==> config.mk <==
export PLATFORM = sky130hd
export DESIGN_NAME = unsigned_divide_64_top
export DESIGN_NICKNAME = d
export VERILOG_FILES = /design/src/design/udiv64_pkg.sv /design/src/design/udiv64_ctrl.sv /design/src/design/udiv64_dpath.sv /design/src/design/unsigned_divide_64_top.sv
export SDC_FILE = /design/constraint.sdc
export NUM_CORES = 1
export LEC_CHECK = 0
export ABC_AREA = 1
export BUFFER_PORTS_ARGS = -buffer_cell sky130_fd_sc_hd__buf_4
export CORE_MARGIN = 2
export CORE_UTILIZATION = 31
export CTS_BUF_LIST = sky130_fd_sc_hd__clkbuf_8 sky130_fd_sc_hd__clkbuf_16
export DETAILED_ROUTE_END_ITERATION = 10
export PLACE_DENSITY_LB_ADDON = 0.2
export SYNTH_ARGS = -nofsm -noshare
export SYNTH_HDL_FRONTEND = slang
export SYNTH_SLANG_ARGS = --single-unit
==> constraint.sdc <==
create_clock -name clk -period 6.4 [get_ports clk]
set_clock_uncertainty 0.15 [all_clocks]
set_input_delay 0.64 -clock clk [delete_from_list [all_inputs] [get_ports clk]]
set_output_delay 0.64 -clock clk [all_outputs]
set_load 0.05 [all_outputs]
==> src/design/udiv64_pkg.sv <==
// ----------------------------------------------------------------------------
// udiv64_pkg
// Shared types and constants for the 64-bit unsigned restoring divider.
// ----------------------------------------------------------------------------
package udiv64_pkg;

    localparam int DATA_BITS     = 64;
    localparam int WORD_BITS_DEF = 64;

    typedef enum logic [1:0] {
        ST_IDLE,
        ST_RUN,
        ST_FINISH
    } udiv64_state_t;

    typedef struct packed {
        logic load;
        logic step;
        logic publish;
    } udiv64_cmd_t;

    typedef struct packed {
        logic last_step;
        logic out_free;
    } udiv64_status_t;

endpackage

==> src/design/udiv64_ctrl.sv <==
// ----------------------------------------------------------------------------
// udiv64_ctrl
// Sequencer for the divider: load, one restoring step per cycle, publish.
// ----------------------------------------------------------------------------
module udiv64_ctrl (
    input  logic                      clk,
    input  logic                      rst_n,
    input  logic                      in_valid,
    output logic                      in_ready,
    input  udiv64_pkg::udiv64_status_t status,
    output udiv64_pkg::udiv64_cmd_t    cmd
);
    import udiv64_pkg::*;

    udiv64_state_t state_reg;
    udiv64_state_t state_next;

    always_ff @(posedge clk or negedge rst_n)
    begin
        if (!rst_n)
        begin
            state_reg <= ST_IDLE;
        end
        else
        begin
            state_reg <= state_next;
        end
    end

    always_comb
    begin
        state_next = state_reg;
        unique case (state_reg)
            ST_IDLE:
            begin
                if (in_valid)
                begin
                    state_next = ST_RUN;
                end
            end
            ST_RUN:
            begin
                if (status.last_step)
                begin
                    state_next = ST_FINISH;
                end
            end
            ST_FINISH:
            begin
                if (status.out_free)
                begin
                    state_next = ST_IDLE;
                end
            end
            default:
            begin
                state_next = ST_IDLE;
            end
        endcase
    end

    always_comb
    begin
        in_ready    = 1'b0;
        cmd.load    = 1'b0;
        cmd.step    = 1'b0;
        cmd.publish = 1'b0;
        unique case (state_reg)
            ST_IDLE:
            begin
                in_ready = 1'b1;
                cmd.load = in_valid;
            end
            ST_RUN:
            begin
                cmd.step = 1'b1;
            end
            ST_FINISH:
            begin
                cmd.publish = status.out_free;
            end
            default:
            begin
                in_ready = 1'b0;
            end
        endcase
    end

endmodule

==> src/design/udiv64_dpath.sv <==
// ----------------------------------------------------------------------------
// udiv64_dpath
// Restoring shift-and-subtract datapath with the result output register.
// ----------------------------------------------------------------------------
module udiv64_dpath #(
    parameter int WORD_BITS = udiv64_pkg::WORD_BITS_DEF
) (
    input  logic                          clk,
    input  logic                          rst_n,
    input  logic [udiv64_pkg::DATA_BITS-1:0] dividend,
    input  logic [udiv64_pkg::DATA_BITS-1:0] divisor,
    input  udiv64_pkg::udiv64_cmd_t        cmd,
    output udiv64_pkg::udiv64_status_t     status,
    output logic                          out_valid,
    input  logic                          out_ready,
    output logic [udiv64_pkg::DATA_BITS-1:0] quotient
);
    import udiv64_pkg::*;

    localparam int CNT_BITS = $clog2(WORD_BITS);

    logic [WORD_BITS-1:0] num_reg;
    logic [WORD_BITS-1:0] rem_reg;
    logic [WORD_BITS-1:0] den_reg;
    logic [WORD_BITS-1:0] quo_reg;
    logic [CNT_BITS-1:0]  cnt_reg;
    logic                 den_zero_reg;
    logic                 out_valid_reg;
    logic                 out_valid_next;
    logic [DATA_BITS-1:0] quotient_reg;

    logic [WORD_BITS:0]   trial;
    logic [WORD_BITS:0]   diff;

    assign trial = {rem_reg, num_reg[WORD_BITS-1]};
    assign diff  = trial - {1'b0, den_reg};

    always_ff @(posedge clk)
    begin
        if (cmd.load)
        begin
            num_reg      <= dividend[WORD_BITS-1:0];
            den_reg      <= divisor[WORD_BITS-1:0];
            den_zero_reg <= (divisor[WORD_BITS-1:0] == '0);
            rem_reg      <= '0;
            quo_reg      <= '0;
            cnt_reg      <= CNT_BITS'(WORD_BITS - 1);
        end
        else if (cmd.step)
        begin
            num_reg <= {num_reg[WORD_BITS-2:0], 1'b0};
            cnt_reg <= cnt_reg - CNT_BITS'(1);
            if (!diff[WORD_BITS])
            begin
                rem_reg <= diff[WORD_BITS-1:0];
                quo_reg <= {quo_reg[WORD_BITS-2:0], 1'b1};
            end
            else
            begin
                rem_reg <= trial[WORD_BITS-1:0];
                quo_reg <= {quo_reg[WORD_BITS-2:0], 1'b0};
            end
        end
    end

    always_ff @(posedge clk)
    begin
        if (cmd.publish)
        begin
            quotient_reg <= den_zero_reg ? '0 : DATA_BITS'(quo_reg);
        end
    end

    always_comb
    begin
        out_valid_next = out_valid_reg;
        if (cmd.publish)
        begin
            out_valid_next = 1'b1;
        end
        else if (out_ready)
        begin
            out_valid_next = 1'b0;
        end
    end

    always_ff @(posedge clk or negedge rst_n)
    begin
        if (!rst_n)
        begin
            out_valid_reg <= 1'b0;
        end
        else
        begin
            out_valid_reg <= out_valid_next;
        end
    end

    assign status.last_step = (cnt_reg == '0);
    assign status.out_free  = !out_valid_reg || out_ready;
    assign out_valid        = out_valid_reg;
    assign quotient         = quotient_reg;

endmodule

==> src/design/unsigned_divide_64_top.sv <==
// ----------------------------------------------------------------------------
// unsigned_divide_64_top
// 64-bit unsigned restoring divider returning the floor quotient (zero for a zero divisor).
//
//   channel  | handshake           | payload
//   ---------+---------------------+--------------------
//   input    | in_valid, in_ready   | dividend, divisor
//   output   | out_valid, out_ready | quotient
//
// An item is handled in order: a load, one restoring compare-and-subtract
// step per quotient bit, and a publish into the output register. The single
// shared subtractor over WORD_BITS + 1 bits serves every step.
// Reset clears the sequencer and the output valid flag only.
// A result held in the output register does not block the next transfer in;
// a stalled output holds the finished item in the publish state.
// ----------------------------------------------------------------------------
module unsigned_divide_64_top #(
    parameter int WORD_BITS = udiv64_pkg::WORD_BITS_DEF
) (
    input  logic                          clk,
    input  logic                          rst_n,
    input  logic                          in_valid,
    output logic                          in_ready,
    input  logic [udiv64_pkg::DATA_BITS-1:0] dividend,
    input  logic [udiv64_pkg::DATA_BITS-1:0] divisor,
    output logic                          out_valid,
    input  logic                          out_ready,
    output logic [udiv64_pkg::DATA_BITS-1:0] quotient
);
    import udiv64_pkg::*;

    udiv64_cmd_t    cmd;
    udiv64_status_t status;

    udiv64_ctrl u_ctrl (
        .clk      (clk),
        .rst_n    (rst_n),
        .in_valid (in_valid),
        .in_ready (in_ready),
        .status   (status),
        .cmd      (cmd)
    );

    udiv64_dpath #(
        .WORD_BITS (WORD_BITS)
    ) u_dpath (
        .clk       (clk),
        .rst_n     (rst_n),
        .dividend  (dividend),
        .divisor   (divisor),
        .cmd       (cmd),
        .status    (status),
        .out_valid (out_valid),
        .out_ready (out_ready),
        .quotient  (quotient)
    );

    a_busy_after_load: assert property (@(posedge clk) disable iff (!rst_n)
        (in_valid && in_ready) |=> !in_ready)
        else $error("input taken while a division is in flight");

    a_rise_from_publish: assert property (@(posedge clk) disable iff (!rst_n)
        $rose(out_valid) |-> $past(cmd.publish))
        else $error("result appeared without a publish");

    a_publish_into_free: assert property (@(posedge clk) disable iff (!rst_n)
        cmd.publish |-> status.out_free)
        else $error("publish overwrote an untaken result");

endmodule

* Word-level counts from Yosys, hierarchy flattened
Index checks and enable logic that the tools add are counted.
** Word-level totals
- Flip-flop bits (word level) :: 330
- Bits in latches :: 0
- RAM bits :: 0
- ROM bits :: 0
- Word-level logic and storage cells :: 38
- Memories :: 0
** Cells by class
- $add $sub $neg :: 2
- Multipliers :: 0
- Divide/modulo/power cells :: 0
- Magnitude comparators :: 0
- Eq/ne operators :: 5
- Shift-type cells :: 0
- Multiplexer cells :: 14
- Bitwise gates (word level) :: 0
- Reductions and logical operators :: 8
** Operator list (count)
- $mux W64 :: 3
- $sub A65 B64 Y65 :: 1
- $logic_not A64 Y1 :: 1
- $mux W1 :: 7
- $logic_not A6 Y1 :: 1
- $mux W2 :: 3
- $pmux W2 S3 :: 1
- $sub A6 B1 Y6 const B :: 1
- $ne A2 B2 Y1 const B :: 2
- $reduce_bool A2 Y1 :: 2
- $reduce_and A3 Y1 :: 1
- $eq A2 B1 Y1 const B :: 1
- $eq A2 B2 Y1 const B :: 1
- $logic_not A2 Y1 :: 1
- $ne A2 B1 Y1 const B :: 1
- $logic_not A1 Y1 :: 1
- $logic_or A1 B1 Y1 :: 1

* Logic depth before layout (Yosys ltp)
- Word-level depth :: 4
- Gate-level depth with buffers :: 21
- Depth with buffers taken out :: 20

* Cells and area by module
Synthesis repeated with hierarchy kept, for this count alone.
** Second synthesis, totals
- Cell total of the unflattened synthesis :: 2522
- Area total of the unflattened synthesis :: 18202.5 um^2
** Modules (own cells, without submodules)
- udiv64_dpath :: times used 1, cells an instance 2505, area an instance 18089.8 um^2, sequential area each 8503.2 um^2
- udiv64_ctrl :: times used 1, cells an instance 17, area an instance 112.6 um^2, sequential area each 50.0 um^2

* Least setup slack after synthesis
OpenSTA, ideal clock, no wires.
- Kind :: flip-flop to flip-flop
- Start point :: reg u_ctrl.state_reg[0]
- End point :: reg u_dpath.num_reg[0], enable pin
- Setup time :: 0.454 ns
- Data arrival time :: 3.553 ns
- Data required time :: 5.796 ns
- Path slack :: 2.243 ns
- Stages on the path, launching flop included :: 7
- Buffers on the path :: 1
- Clock period less this slack :: 4.157 ns
- Cells stage by stage :: dfrtp_1 nor2_1 nand2_1 inv_1 nor2_1 inv_1 clkbuf_1
** On the way
- Longest elaborated chain between the ends :: 3
- Elaborated cells between the ends (all ways) :: 5
- Classes of those cells :: eq/ne: 1; mux: 2; reduce/logical: 2
** RTL lines
- from (decl) :: line udiv64_ctrl.sv:15 : udiv64_state_t state_reg;
- from (signal assigned) :: line udiv64_ctrl.sv:26 : state_reg <= state_next;
- $eq A2 B1 Y1 / $logic_not A2 Y1 (equally long branches) :: line udiv64_ctrl.sv:68 : unique case (state_reg)
- $mux W1 :: line udiv64_ctrl.sv:68
- $reduce_bool A2 Y1 (no source line) *
- to (signal assigned) :: line udiv64_dpath.sv:42 : num_reg <= dividend[WORD_BITS-1:0];
- to (signal assigned) :: line udiv64_dpath.sv:51 : num_reg <= {num_reg[WORD_BITS-2:0], 1'b0};
- to (decl) :: line udiv64_dpath.sv:22 : logic [WORD_BITS-1:0] num_reg;
Every way passes the cells marked *; elsewhere a longest branch is shown, timed or not.
A chain may end at the register's enable or synchronous reset.

* Final worst setup path
- Start point :: reg u_dpath.den_reg[0]
- End point :: reg u_dpath.rem_reg[26]
** On the way
- Longest elaborated chain between the ends :: 2
** RTL lines
- from (decl) :: line udiv64_dpath.sv:24 : logic [WORD_BITS-1:0] den_reg;
- from (signal assigned) :: line udiv64_dpath.sv:43 : den_reg <= divisor[WORD_BITS-1:0];
- $sub A65 B64 Y65 :: line udiv64_dpath.sv:36 : assign diff = trial - {1'b0, den_reg};
- $mux W64 :: line udiv64_dpath.sv:53 : if (!diff[WORD_BITS])
- to (signal assigned) :: line udiv64_dpath.sv:55 : rem_reg <= diff[WORD_BITS-1:0];
- to (signal assigned) :: line udiv64_dpath.sv:60 : rem_reg <= trial[WORD_BITS-1:0];
- to (decl) :: line udiv64_dpath.sv:23 : logic [WORD_BITS-1:0] rem_reg;
Every way passes these cells.

==> out/summary.txt <==
Gate power share -> 50.3%
Sw Ratio -> 44.7%
Hold Crit Endpoint -> u_dpath.den_reg[58]
GRT overflow -> 0
Top delay family on crit path -> simple AND/OR/NAND/NOR gates
Arr. time, crit path -> 4.38 ns
Status -> complete, no violations
Critical path endpoint category -> flop
Cell area power density -> 499 nW/µm²
Most numerous cell on the critical path -> nand2_1
Worst Path Required -> 6.77 ns
Via count -> 16700
Synthesis-stage register bit count -> 330
Core Area -> 60400 µm²
Reg area -> 8550 µm²
WHS Path Cells -> 1
Clk pwr share -> 19.8%
CTS tree -> built
Flop-to-flop setup slack -> 2.39 ns
Hold buffers post-CTS -> 1
Crit. path cell count -> 17
Syn avg cell area -> 6.98 µm²
Share of the synthesized area in the top cell type -> 30.6%
Max Transition Viols Final -> 0
Global-route wire length before repair -> 90.9 mm
FP Rows -> 90
Worst reg2reg path depth -> 17
Yosys top cell by area -> edfxtp_1
Drt first-iter violations -> 1020
Critical path type -> reg2reg
Cell total after placement -> 3639
Hpwl dp -> 43.9 mm
Area delta synth->final -> 18.9%
Number of global-route vias before repair -> 16500
Fin Setup TNS -> 0 ns
Worst path cell trace -> ha_1 > fa_1 > inv_1 > nand2_1 > nand2_1 > nand3_1 > nand2_2 > nand2_1 > nand2_2 > nand2_1 > nand2_2 > nand2_2 > nand3_2 > nand2_1 > nand2_1 > nand3_1 > nand2_1
Max Clk Rate -> 0.250 GHz
IO Pins -> 198
Root buffer cell -> clkbuf_16
Switching power -> 5.03 mW
RD Place Congestion -> 0.987
Sequential area share after synthesis -> 45.1%
Largest net degree at the start of global routing -> 78
Final setup vio count -> 0
Most numerous cell in the Yosys netlist -> nand2_1
Yosys Warn Count -> 0
Avg WL per Cell -> 15.6 µm
FF-to-FF End -> u_dpath.rem_reg[26]
Global-route usage over all layers -> 18.2%
Post-CTS Repair Setup Buffers -> 0
Fillers -> 6541
Max_cap viols -> 0
Fin nets -> 3099
DR vias/cell -> 4.50
Worst-path clk slew -> 0.06 ns
Final Hold Viols -> 0
DP Worst Slack -> 2.40 ns
Reg2Reg Launch Point -> u_dpath.den_reg[0]
Measured slew at the worst slew-check pin -> 1.02 ns
Hold crit path type -> in2reg
Total chip power -> 11.3 mW
Peak supply drop -> 216 µV
Critical-path maximum fanout -> 31
Async S/R FF share, synth -> 0.909%
Hold_sp -> divisor[58]
Total clock sinks -> 330
Top post-synthesis cells by area -> edfxtp_1, nand2_1, dfxtp_1, inv_1, ha_1
PortBufs -> 197
Area of the multi-input gates -> 7960 µm²
DIE HEIGHT -> 251 µm
CTS Buf Count -> 40
Internal -> 6.23 mW
Slew Limit Headroom -> 31.9%
Die Width -> 251 µm
Layout Cells excl Fill -> 3715
Final setup margin -> 2.39 ns
# DRC -> 0
Static leakage -> 11.9 nW
Synth cell types -> 36
Final WL -> 57.8 mm
Mapped Area -> 19000 µm²
Die ar. -> 63200 µm²
Clk buf depth -> 3
RSZ-0062 raised after global routing -> false
Finished Cell Area -> 22500 µm²
Main flop type after synthesis -> edfxtp_1
Dpl cell area -> 21200 µm²
Critical path's slowest cell -> nand2_1
Drt pass-1 iters -> 5
Worst Path Buf+Inv -> 1
Post-synth EDFFs -> 193
Mapped Cells -> 2717
CP Launch Type -> flop
Syn_nets -> 2916
Seq pwr share -> 29.9%
Final cycle utilization of the critical path -> 62.6%
Routed Antenna Nets -> 0
CTS resizes -> 0
CP max stage delay -> 0.79 ns
Post-synth top cells -> nand2_1, inv_1, edfxtp_1, nor2_1, nand3_1
Share of cells above drive strength 1 -> 9.99%
Worst-Skew Late Latency -> 0.58 ns
Initial antenna violation count -> 1
Final min period -> 4.01 ns
H-Tree Level Count -> 2
Initial core utilization -> 31.4%
how the worst max path moves through the flow:
stage                     slack (ns)             endpoint                 from
after floorplan                 2.24   u_dpath.num_reg[0]  u_ctrl.state_reg[0]
after global placement          2.48  u_dpath.num_reg[17]             in_valid
after detailed placement        2.40  u_dpath.rem_reg[26]   u_dpath.den_reg[0]
after CTS                       2.39  u_dpath.rem_reg[26]   u_dpath.den_reg[0]
after global routing            1.94  u_dpath.rem_reg[29]  u_dpath.num_reg[63]
final                           2.39  u_dpath.rem_reg[26]   u_dpath.den_reg[0]
per-layer routing:
layer / wire [µm] / part of all wire, % / global-route usage (%) / up-vias
met5: 0 / 0 / 0 / -
met4: 1480 / 2.6 / 5.27 / 0
met3: 3060 / 5.3 / 3.55 / 73
met2: 26600 / 46 / 30.4 / 347
met1: 26700 / 46 / 23.8 / 7619
li1: - / - / - / 8666
area by class of cell:
class / instances / area share (%)
repair buffers: 208 / 6.94
multi-input cells: 1744 / 35.3
diodes: 1 / 0.0111
well taps: 782 / 4.34
clock buffers: 44 / 4.74
clock inverters: 30 / 1.09
flip-flops and latches: 330 / 37.9
inverters: 576 / 9.61
cells by family (layout without fill, tap and decap cells):
| logic type | Yosys count | count (layout) | synth area share, % |
|---|---|---|---|
| DFF | 330 | 330 | 45.1 |
| buffers and inverters | 643 | 858 | 13.0 |
| xor gates and xnor gates | 25 | 25 | 1.15 |
| and+or+nand+nor | 1532 | 1532 | 32.6 |
| other | 0 | 1 | 0 |
| adders and majority gates | 67 | 67 | 4.46 |
| AOI/OAI and AO/OA | 120 | 120 | 3.63 |
worst reg2reg max path, delay by kind of cell (launching register included):
kind                       cells  cell delay (ns)
buffers and inverters          1             0.09
and+or+nand+nor               14             2.67
DFF                            1             0.38
adders and majority gates      2             0.64
layout by cell type, fill, tap and decap left out, drive strengths merged, types with 21 or more instances in the layout:
cell type  netlist  layout
nor4            23      23
ha              66      66
nand2         1126    1126
dfxtp          134     134
inv            575     589
a21oi           47      47
edfxtp         193     193
nor2           185     185
o22ai           63      63
clkbuf          47      44
nand3          149     149
buf             20     207
nand4           21      21
xnor2           21      21
power by group through the flow:
stage | clock network (mW) | logic (mW) | registers, mW
finish | 2.23 | 5.66 | 3.37
global route | 2.38 | 6.52 | 3.44
CTS | 2.30 | 5.70 | 3.37
detailed placement | 0 | 5.66 | 3.40
global placement | 0 | 5.61 | 3.38
floorplan | 0 | 4.23 | 3.33
stage by stage:
stage / hold slack [ns] / utilization (%)
2_1_floorplan: 0.194 / -
3_3_place_gp: 0.291 / 35.1
3_5_place_dp: 0.290 / 35.1
4_1_cts: 0.0562 / 37.3
5_1_grt: 0.0591 / 37.3
6_report: 0.0925 / 37.3
Note: power is estimated with default switching activity, not from simulation.
